===== src/hw/rtl/mzr_pkg.sv =====
// Package for the multislope ADC zero-corrected reading unit.
// Holds field widths, fixed constants, register indexes and shared types.
// No dependencies.
package mzr_pkg;

  localparam int CFG_ADDR_W = 4;
  localparam int CFG_DATA_W = 32;

  localparam logic [CFG_ADDR_W-1:0] CFG_ADC_GAIN     = 4'd0;
  localparam logic [CFG_ADDR_W-1:0] CFG_ADC_OFFSET   = 4'd1;
  localparam logic [CFG_ADDR_W-1:0] CFG_RANGE_OFFSET = 4'd2;
  localparam logic [CFG_ADDR_W-1:0] CFG_RANGE_GAIN   = 4'd3;

  localparam int READING_W = 40;
  localparam int CNT_W     = 35;
  localparam int DIFF_W    = 36;
  localparam int S_W       = 60;
  localparam int SM_W      = 58;
  localparam int RMAG_W    = 42;

  // 1000 * 2^24 / 3477, rounded
  localparam logic [31:0] SCALE_Q24  = 32'd4825199;
  localparam logic [RMAG_W-1:0] OVER_LIMIT = 42'd11000000;

  typedef struct packed {
    logic        [15:0] adc_gain;
    logic signed [15:0] adc_offset;
    logic signed [31:0] range_offset;
    logic signed [31:0] range_gain;
  } cfg_t;

  typedef struct packed {
    logic [31:0] a;
    logic [31:0] b;
  } mul_req_t;

endpackage


===== src/hw/rtl/mzr_if.sv =====
// Channel interfaces for the zero-corrected reading unit: frame in, reading out.
// Depends on nothing but the standard valid/ready handshake.
interface mzr_frame_if;
  logic        valid;
  logic        ready;
  logic [15:0] run_up_count;
  logic [11:0] total_count;
  logic        rundown_polarity;
  logic [15:0] rundown_count;

  modport source (output valid, run_up_count, total_count, rundown_polarity,
                  rundown_count, input ready);
  modport sink   (input valid, run_up_count, total_count, rundown_polarity,
                  rundown_count, output ready);
endinterface

interface mzr_result_if;
  logic               valid;
  logic               ready;
  logic signed [39:0] reading;
  logic               over_range;

  modport source (output valid, reading, over_range, input ready);
  modport sink   (input valid, reading, over_range, output ready);
endinterface


===== src/hw/rtl/multislope_adc_zero_corrected_reading_unit.sv =====
// Multislope ADC zero-corrected reading unit: sequencer around one shared multiplier.
// Depends on mzr_pkg, mzr_if, mzr_mul, mzr_cfg.
// Settling and zero frames: GAIN then CNT, then ready again; no transaction out.
// Measurement frame: result valid and ready again on leaving OUT, later while an earlier
// reading is stalled; its states follow the five passes through the shared multiplier.
// Synchronous reset clears phase, zero reference and output valid; config takes defaults.
module multislope_adc_zero_corrected_reading_unit (
  input  logic                           clk,
  input  logic                           rst,
  input  logic                           cfg_we,
  input  logic [mzr_pkg::CFG_ADDR_W-1:0] cfg_addr,
  input  logic [mzr_pkg::CFG_DATA_W-1:0] cfg_wdata,
  mzr_frame_if.sink                      frame,
  mzr_result_if.source                   result
);

  localparam logic [3:0] ST_IDLE = 4'd0;
  localparam logic [3:0] ST_GAIN = 4'd1;
  localparam logic [3:0] ST_CNT  = 4'd2;
  localparam logic [3:0] ST_DIFF = 4'd3;
  localparam logic [3:0] ST_K0   = 4'd4;
  localparam logic [3:0] ST_K1   = 4'd5;
  localparam logic [3:0] ST_K2   = 4'd6;
  localparam logic [3:0] ST_SOFF = 4'd7;
  localparam logic [3:0] ST_ABS  = 4'd8;
  localparam logic [3:0] ST_G0   = 4'd9;
  localparam logic [3:0] ST_G1   = 4'd10;
  localparam logic [3:0] ST_G2   = 4'd11;
  localparam logic [3:0] ST_OUT  = 4'd12;

  localparam int CNT_W  = mzr_pkg::CNT_W;
  localparam int DIFF_W = mzr_pkg::DIFF_W;
  localparam int S_W    = mzr_pkg::S_W;
  localparam int SM_W   = mzr_pkg::SM_W;
  localparam int RMAG_W = mzr_pkg::RMAG_W;
  localparam int RD_W   = mzr_pkg::READING_W;

  localparam logic [RMAG_W-1:0] POS_MAX = RMAG_W'((64'd1 << (RD_W - 1)) - 64'd1);
  localparam logic [RMAG_W-1:0] NEG_MAX = RMAG_W'(64'd1 << (RD_W - 1));

  mzr_pkg::cfg_t     cfg;
  mzr_pkg::mul_req_t mul_req;
  logic [63:0]       prod;

  logic [3:0]  state;
  logic [1:0]  phase;
  logic [1:0]  ph_q;
  logic [15:0] up_q;
  logic [11:0] tot_q;
  logic        pol_q;
  logic [15:0] rd_q;

  logic signed [CNT_W-1:0]  counts_r;
  logic signed [CNT_W-1:0]  zero_counts;
  logic [DIFF_W-1:0]        dm;
  logic                     dneg;
  logic [63:0]              acc;
  logic signed [S_W-1:0]    s_r;
  logic [SM_W-1:0]          sm;
  logic                     sneg;
  logic [RMAG_W-1:0]        rmag;

  logic                     out_valid;
  logic signed [RD_W-1:0]   out_reading;
  logic                     out_over;

  // combinational terms
  logic [11:0]              half;
  logic signed [17:0]       up_diff;
  logic                     up_neg;
  logic [15:0]              up_mag;
  logic signed [17:0]       rd_term;
  logic signed [CNT_W-1:0]  c_val;
  logic signed [CNT_W-1:0]  counts_next;
  logic signed [DIFF_W-1:0] diff;
  logic signed [S_W-1:0]    off_sh;
  logic signed [S_W-1:0]    p_ext;
  logic [31:0]              gm;
  logic                     gneg;
  logic [SM_W-1:0]          t_sum;
  logic                     rneg;
  logic [RMAG_W-1:0]        rsat;
  logic                     out_free;
  logic                     accept;

  mzr_cfg u_cfg (
    .clk       (clk),
    .rst       (rst),
    .cfg_we    (cfg_we),
    .cfg_addr  (cfg_addr),
    .cfg_wdata (cfg_wdata),
    .cfg       (cfg)
  );

  mzr_mul u_mul (
    .clk  (clk),
    .req  (mul_req),
    .prod (prod)
  );

  assign accept       = frame.valid && frame.ready;
  assign frame.ready  = (state == ST_IDLE);
  assign out_free     = !out_valid || result.ready;

  assign half    = 12'((13'(tot_q) + 13'd1) >> 1);
  assign up_diff = $signed({6'd0, half}) - $signed({2'd0, up_q});
  assign up_neg  = up_diff[17];
  assign up_mag  = up_neg ? 16'(-up_diff) : up_diff[15:0];
  assign rd_term = pol_q ? ($signed({2'd0, rd_q}) + {{2{cfg.adc_offset[15]}}, cfg.adc_offset})
                         : -$signed({2'd0, rd_q});
  assign c_val   = up_neg ? -$signed({3'd0, prod[31:0]}) : $signed({3'd0, prod[31:0]});
  assign counts_next = c_val - {{(CNT_W-18){rd_term[17]}}, rd_term};
  assign diff    = {counts_r[CNT_W-1], counts_r} - {zero_counts[CNT_W-1], zero_counts};

  assign off_sh  = {{(S_W-56){cfg.range_offset[31]}}, cfg.range_offset, 24'd0};
  assign p_ext   = $signed({2'd0, acc[SM_W-1:0]});

  assign gneg    = cfg.range_gain[31];
  assign gm      = gneg ? 32'(-cfg.range_gain) : cfg.range_gain;
  assign t_sum   = SM_W'(prod) + SM_W'(acc[63:32]);

  assign rneg    = (sneg != gneg) && (rmag != '0);
  always_comb begin
    if (rneg) begin
      rsat = (rmag > NEG_MAX) ? NEG_MAX : rmag;
    end else begin
      rsat = (rmag > POS_MAX) ? POS_MAX : rmag;
    end
  end

  always_comb begin
    mul_req = '0;
    case (state)
      ST_GAIN: begin
        mul_req.a = 32'(up_mag);
        mul_req.b = 32'(cfg.adc_gain);
      end
      ST_K0: begin
        mul_req.a = dm[31:0];
        mul_req.b = mzr_pkg::SCALE_Q24;
      end
      ST_K1: begin
        mul_req.a = 32'(dm[DIFF_W-1:32]);
        mul_req.b = mzr_pkg::SCALE_Q24;
      end
      ST_G0: begin
        mul_req.a = sm[31:0];
        mul_req.b = gm;
      end
      ST_G1: begin
        mul_req.a = 32'(sm[SM_W-1:32]);
        mul_req.b = gm;
      end
      default: mul_req = '0;
    endcase
  end

  always_ff @(posedge clk) begin
    if (rst) begin
      state       <= ST_IDLE;
      phase       <= '0;
      zero_counts <= '0;
      out_valid   <= 1'b0;
    end else begin
      if (out_valid && result.ready && (state != ST_OUT)) begin
        out_valid <= 1'b0;
      end
      case (state)
        ST_IDLE: begin
          if (accept) begin
            phase <= phase + 2'd1;
            state <= ST_GAIN;
          end
        end
        ST_GAIN: state <= ST_CNT;
        ST_CNT: begin
          if (ph_q == 2'd1) begin
            zero_counts <= counts_next;
          end
          state <= (ph_q == 2'd3) ? ST_DIFF : ST_IDLE;
        end
        ST_DIFF: state <= ST_K0;
        ST_K0:   state <= ST_K1;
        ST_K1:   state <= ST_K2;
        ST_K2:   state <= ST_SOFF;
        ST_SOFF: state <= ST_ABS;
        ST_ABS:  state <= ST_G0;
        ST_G0:   state <= ST_G1;
        ST_G1:   state <= ST_G2;
        ST_G2:   state <= ST_OUT;
        ST_OUT: begin
          if (out_free) begin
            out_valid <= 1'b1;
            state     <= ST_IDLE;
          end
        end
        default: state <= ST_IDLE;
      endcase
    end
  end

  always_ff @(posedge clk) begin
    if (accept) begin
      ph_q  <= phase;
      up_q  <= frame.run_up_count;
      tot_q <= frame.total_count;
      pol_q <= frame.rundown_polarity;
      rd_q  <= frame.rundown_count;
    end
    case (state)
      ST_CNT:  counts_r <= counts_next;
      ST_DIFF: begin
        dneg <= diff[DIFF_W-1];
        dm   <= diff[DIFF_W-1] ? DIFF_W'(-diff) : DIFF_W'(diff);
      end
      ST_K1:   acc <= prod;
      ST_K2:   acc <= acc + {prod[31:0], 32'd0};
      // s = range_offset * 2^24 - diff * scale
      ST_SOFF: s_r <= dneg ? (off_sh + p_ext) : (off_sh - p_ext);
      ST_ABS: begin
        sneg <= s_r[S_W-1];
        sm   <= s_r[S_W-1] ? SM_W'(-s_r) : SM_W'(s_r);
      end
      ST_G1:   acc <= prod + (64'd1 << 47);
      ST_G2:   rmag <= t_sum[SM_W-1:16];
      ST_OUT: begin
        if (out_free) begin
          out_over    <= (rmag > mzr_pkg::OVER_LIMIT);
          out_reading <= rneg ? -$signed(RD_W'(rsat)) : $signed(RD_W'(rsat));
        end
      end
      default: ;
    endcase
  end

  assign result.valid      = out_valid;
  assign result.reading    = out_reading;
  assign result.over_range = out_over;

endmodule


===== src/hw/rtl/mzr_mul.sv =====
// Shared 32x32 unsigned multiplier with a registered product.
// Depends on mzr_pkg (mul_req_t).
module mzr_mul (
  input  logic              clk,
  input  mzr_pkg::mul_req_t req,
  output logic [63:0]       prod
);

  always_ff @(posedge clk) begin
    prod <= 64'(req.a) * 64'(req.b);
  end

endmodule


===== src/hw/rtl/mzr_cfg.sv =====
// Configuration register file: ADC gain/offset and range calibration.
// Depends on mzr_pkg (cfg_t, register indexes).
module mzr_cfg (
  input  logic                            clk,
  input  logic                            rst,
  input  logic                            cfg_we,
  input  logic [mzr_pkg::CFG_ADDR_W-1:0]  cfg_addr,
  input  logic [mzr_pkg::CFG_DATA_W-1:0]  cfg_wdata,
  output mzr_pkg::cfg_t                   cfg
);

  always_ff @(posedge clk) begin
    if (rst) begin
      cfg.adc_gain     <= 16'd1;
      cfg.adc_offset   <= '0;
      cfg.range_offset <= '0;
      cfg.range_gain   <= 32'sh0100_0000;
    end else if (cfg_we) begin
      case (cfg_addr)
        mzr_pkg::CFG_ADC_GAIN:     cfg.adc_gain     <= cfg_wdata[15:0];
        mzr_pkg::CFG_ADC_OFFSET:   cfg.adc_offset   <= $signed(cfg_wdata[15:0]);
        mzr_pkg::CFG_RANGE_OFFSET: cfg.range_offset <= $signed(cfg_wdata);
        mzr_pkg::CFG_RANGE_GAIN:   cfg.range_gain   <= $signed(cfg_wdata);
        default: ;
      endcase
    end
  end

endmodule


===== src/flat_wrapper.sv =====
// flat-port wrapper written by rule: the top's interface ports become plain ports
module multislope_adc_zero_corrected_reading_unit_flat 
  (clk, rst, cfg_we, cfg_addr, cfg_wdata, frame_valid, frame_run_up_count, frame_total_count, frame_rundown_polarity, frame_rundown_count, frame_ready, result_valid, result_reading, result_over_range, result_ready);
  mzr_frame_if frame_i ();
  mzr_result_if result_i ();
  input  logic clk;
  input  logic rst;
  input  logic cfg_we;
  input  logic [mzr_pkg::CFG_ADDR_W-1:0] cfg_addr;
  input  logic [mzr_pkg::CFG_DATA_W-1:0] cfg_wdata;
  input wire logic [$bits(frame_i.valid)-1:0] frame_valid;
  input wire logic [$bits(frame_i.run_up_count)-1:0] frame_run_up_count;
  input wire logic [$bits(frame_i.total_count)-1:0] frame_total_count;
  input wire logic [$bits(frame_i.rundown_polarity)-1:0] frame_rundown_polarity;
  input wire logic [$bits(frame_i.rundown_count)-1:0] frame_rundown_count;
  output wire logic [$bits(frame_i.ready)-1:0] frame_ready;
  output wire logic [$bits(result_i.valid)-1:0] result_valid;
  output wire logic [$bits(result_i.reading)-1:0] result_reading;
  output wire logic [$bits(result_i.over_range)-1:0] result_over_range;
  input wire logic [$bits(result_i.ready)-1:0] result_ready;
  assign frame_i.valid = frame_valid;
  assign frame_i.run_up_count = frame_run_up_count;
  assign frame_i.total_count = frame_total_count;
  assign frame_i.rundown_polarity = frame_rundown_polarity;
  assign frame_i.rundown_count = frame_rundown_count;
  assign frame_ready = frame_i.ready;
  assign result_valid = result_i.valid;
  assign result_reading = result_i.reading;
  assign result_over_range = result_i.over_range;
  assign result_i.ready = result_ready;
  multislope_adc_zero_corrected_reading_unit u_core (.clk(clk), .rst(rst), .cfg_we(cfg_we), .cfg_addr(cfg_addr), .cfg_wdata(cfg_wdata), .frame(frame_i), .result(result_i));
endmodule

===== config.mk =====
export PLATFORM = sky130hd
export DESIGN_NAME = multislope_adc_zero_corrected_reading_unit_flat
export DESIGN_NICKNAME = d
export VERILOG_FILES = /design/src/hw/rtl/mzr_pkg.sv /design/src/hw/rtl/mzr_if.sv /design/src/hw/rtl/multislope_adc_zero_corrected_reading_unit.sv /design/src/hw/rtl/mzr_mul.sv /design/src/hw/rtl/mzr_cfg.sv /design/src/flat_wrapper.sv
export SDC_FILE = /design/constraint.sdc
export NUM_CORES = 2
export LEC_CHECK = 0
export BUFFER_PORTS_ARGS = -buffer_cell sky130_fd_sc_hd__buf_2
export CAP_MARGIN = 20
export CORE_UTILIZATION = 40
export CTS_CLUSTER_DIAMETER = 60
export DETAILED_ROUTE_END_ITERATION = 10
export PLACE_DENSITY = 0.67
export SYNTH_ARGS = -nofsm -noshare
export SYNTH_HDL_FRONTEND = slang
export SYNTH_SLANG_ARGS = --single-unit
export TNS_END_PERCENT = 20

===== constraint.sdc =====
create_clock -name clk -period 10.01 [get_ports clk]
set_input_delay 1.001 -clock clk [delete_from_list [all_inputs] [get_ports clk]]
set_output_delay 1.001 -clock clk [all_outputs]
set_load 0.005 [all_outputs]

==> metrics.cfg <==
[outcome]
status = finished, violations left
violations = negative setup slack

[route]
drtAntennaViolNets = 0
drt-initial-drc-count = 5905
wl_per_cell_um = 23.8
wirelength_mm = 249
num_vias = 58200
drc = 0
first_pass_iters = 7
via_per_inst = 5.56

[logic_synthesis]
synthCells = 7692
synth_seq_area_share = 0.227
avgSynthCellArea_um2 = 8.91
synthesis.area_um2 = 68600
yosysMostFrequentCell = nand2_1
synth_seq_cells = 586
syn_nets = 9154
synth_edf_count = 384
yosysTopAreaCell = fa_1
synth_common_cells = 1,201 x nand2_1, 1,194 x inv_1, 902 x fa_1
netlist_top_cells_area = fa_1 26%, edfxtp_1 17%, ha_1 8.7%
synth-main-ff-cell = edfxtp_1
async_flop_share = 0
yosys.cell_types.count = 93
yosys_warnings = 0
synth_top_cell_area_share = 0.263

[sta]
fin_worst_skew_ns = 0.0651
rsz0062_at_grt = true
hold_viol_final = 0
min_period_ns = 10.63
period_share = 1.06
setup_slack_ns = -0.621
finalSetupTns_ns = -12.58
worst_pin_slew_ns = 1.11
relSlewSlack = 0.261
maxSlewViolCount = 0
setup_violations = 34
max_freq_ghz = 0.0941

[cells_and_area]
fin_util = 0.471
fin_area_um2 = 80000
area_delta_synth_final_pct = 16.7
multi_input_area_um2 = 48700
finalNetCount = 9650
instances_no_fill = 10500
drive_gt1_frac = 0.147
ff_latch_area_um2 = 15600
fillers = 16100

[placed_design]
dpl_cell_area_um2 = 75700
dp.cells = 10300
gp_congestion = 1.00
dp_hpwl_mm = 203
io_buffers = 128

[setup_path]
critical_path_arrival_ns = 11.20
crit_type = flop to flop
critPathMaxStageDelay_ns = 0.57
cp-startpoint = u_core.tot_q[0]$_DFFE_PP_
reg2reg_from = u_core.tot_q[0]$_DFFE_PP_
start_kind = flop
cp_max_fo = 6
slowest_stage = fa_2
endpoint_kind = flop
cp_common_cell = fa_1
cp.required_ns = 10.58

[clock_network]
numCtsBuffers = 71
insertion_delay_ns = 0.70
ctsHoldBuffers = 0
clockBufferDepth = 3
clk_pin_slew_ns = 0.06
htree_levels = 3
cts_tree = yes
cts_sinks = 586
root_buffer = clkbuf_16

[global_routing]
grt.total_usage = 0.286
grt_max_degree = 86
grt.overflow.total = 0
grt_pass1_wl_mm = 371
antenna_found_initial = 16
grt_pass1_vias = 59100

[job]
cap_violations = 0

[pwr]
max-vdd-ir-drop_mv = 0.212
p_per_area_nw_per_um2 = 192
p_total_uw = 15400
p_leak_uw = 0.0362

[worst_hold_path]
hold_path.class = flop to flop
hp-start = u_core.zero_counts[8]$_SDFFE_PP0P_

[die]
die_area_um2 = 173000
initial_utilization = 0.404
die_w_um = 416
ios = 129
dieHeight_um = 416
core_um2 = 170000
placementRows = 151

[cells in the final DEF (no fill, tap or decap), types with 90 or more instances in the layout]
| master | instances |
|---|---|
| buf_2 | 127 |
| fa_1 | 862 |
| o21ai_0 | 215 |
| buf_4 | 557 |
| a21o_1 | 120 |
| xor2_1 | 153 |
| nand2_1 | 1193 |
| edfxtp_1 | 384 |
| inv_1 | 1159 |
| and2_1 | 90 |
| nor2_1 | 574 |
| a21oi_1 | 398 |
| ha_1 | 453 |
| xnor2_1 | 272 |
| dfxtp_1 | 202 |
[routing by layer]
layer,vias to the layer above,GRT usage,part of all wire
met4,6,0.155,0.064
met3,586,0.0635,0.089
met5,-,0,0.00016
met2,2554,0.450,0.45
met1,29000,0.366,0.40
li1,26000,-,-
[worst paths after layout]
| path | endpoint | cells past startpoint | slack (ns) |
|---|---|---|---|
| worst max-delay path | u_core.u_mul.prod[60]$_DFF_P_ | 48 | -0.62 |
| worst min-delay path | u_core.zero_counts[8]$_SDFFE_PP0P_ | 2 | 0.45 |
| worst max register to register | u_core.u_mul.prod[60]$_DFF_P_ | 48 | -0.62 |
| worst min register to register | u_core.zero_counts[8]$_SDFFE_PP0P_ | 2 | 0.45 |
[report_power, final]
part           internal [uW]  switching [uW]  total, uW  leakage, uW
Sequential              3120             328       3450      0.00516
Combinational           3570            5690       9260       0.0300
Clock                   1510            1150       2660      0.00113
Total                   8200            7170      15400       0.0362
[metrics by stage]
step | hold WS, ns | setup slack, ns
2_1_floorplan | 0.428 | 0.00396
3_3_place_gp | 0.434 | -1.08
3_5_place_dp | 0.443 | -1.19
4_1_cts | 0.454 | -0.577
5_1_grt | 0.462 | -0.959
6_report | 0.455 | -0.621
[registers in the layout, summed over array words and instances, names as in the netlist, 36 cells and up]
signal and flops:
u_core.dm 36, u_core.result.reading 40, u_core.u_mul.prod 64, u_core.sm 58, u_core.s_r 59, u_core.acc 64, u_core.rmag 42, u_core.u_cfg.cfg 96
[worst max-delay path, delay by kind of cell (launching register included)]
kind | cells | cell delay, ns
AO/OA/AOI/OAI | 13 | 2.21
XOR/XNOR | 2 | 0.28
flip-flops | 1 | 0.44
multiplexers | 1 | 0.18
AND/OR/NAND/NOR | 6 | 0.77
adder cells (fa/ha/maj) | 12 | 5.26
buffers and inverters | 14 | 1.37
[area by class of cell]
class                      count  share of cell area
inverter                    1197              0.0561
multi-input combinational   5577               0.609
antenna                       11            0.000344
tap                         2218              0.0347
timing repair buffer         755              0.0755
clock buffer                  91              0.0238
clock inverter                40             0.00602
sequential                   586               0.195
[logic make-up after synthesis]
family                   share of synthesized area
buffers and inverters                       0.0844
multiplexers                               0.00458
AO/OA/AOI/OAI                                0.121
AND/OR/NAND/NOR                              0.156
XOR/XNOR                                    0.0570
flip-flops                                   0.227
adder cells (fa/ha/maj)                      0.350
[what timing repair did]
item,4_1_cts,5_1_grt
setup endpoints to repair,43,48
buffers inserted,42,25
pin swaps,171,134
gates cloned,1,0
resized for setup,208,102
Power figures use the tool's default switching activity.
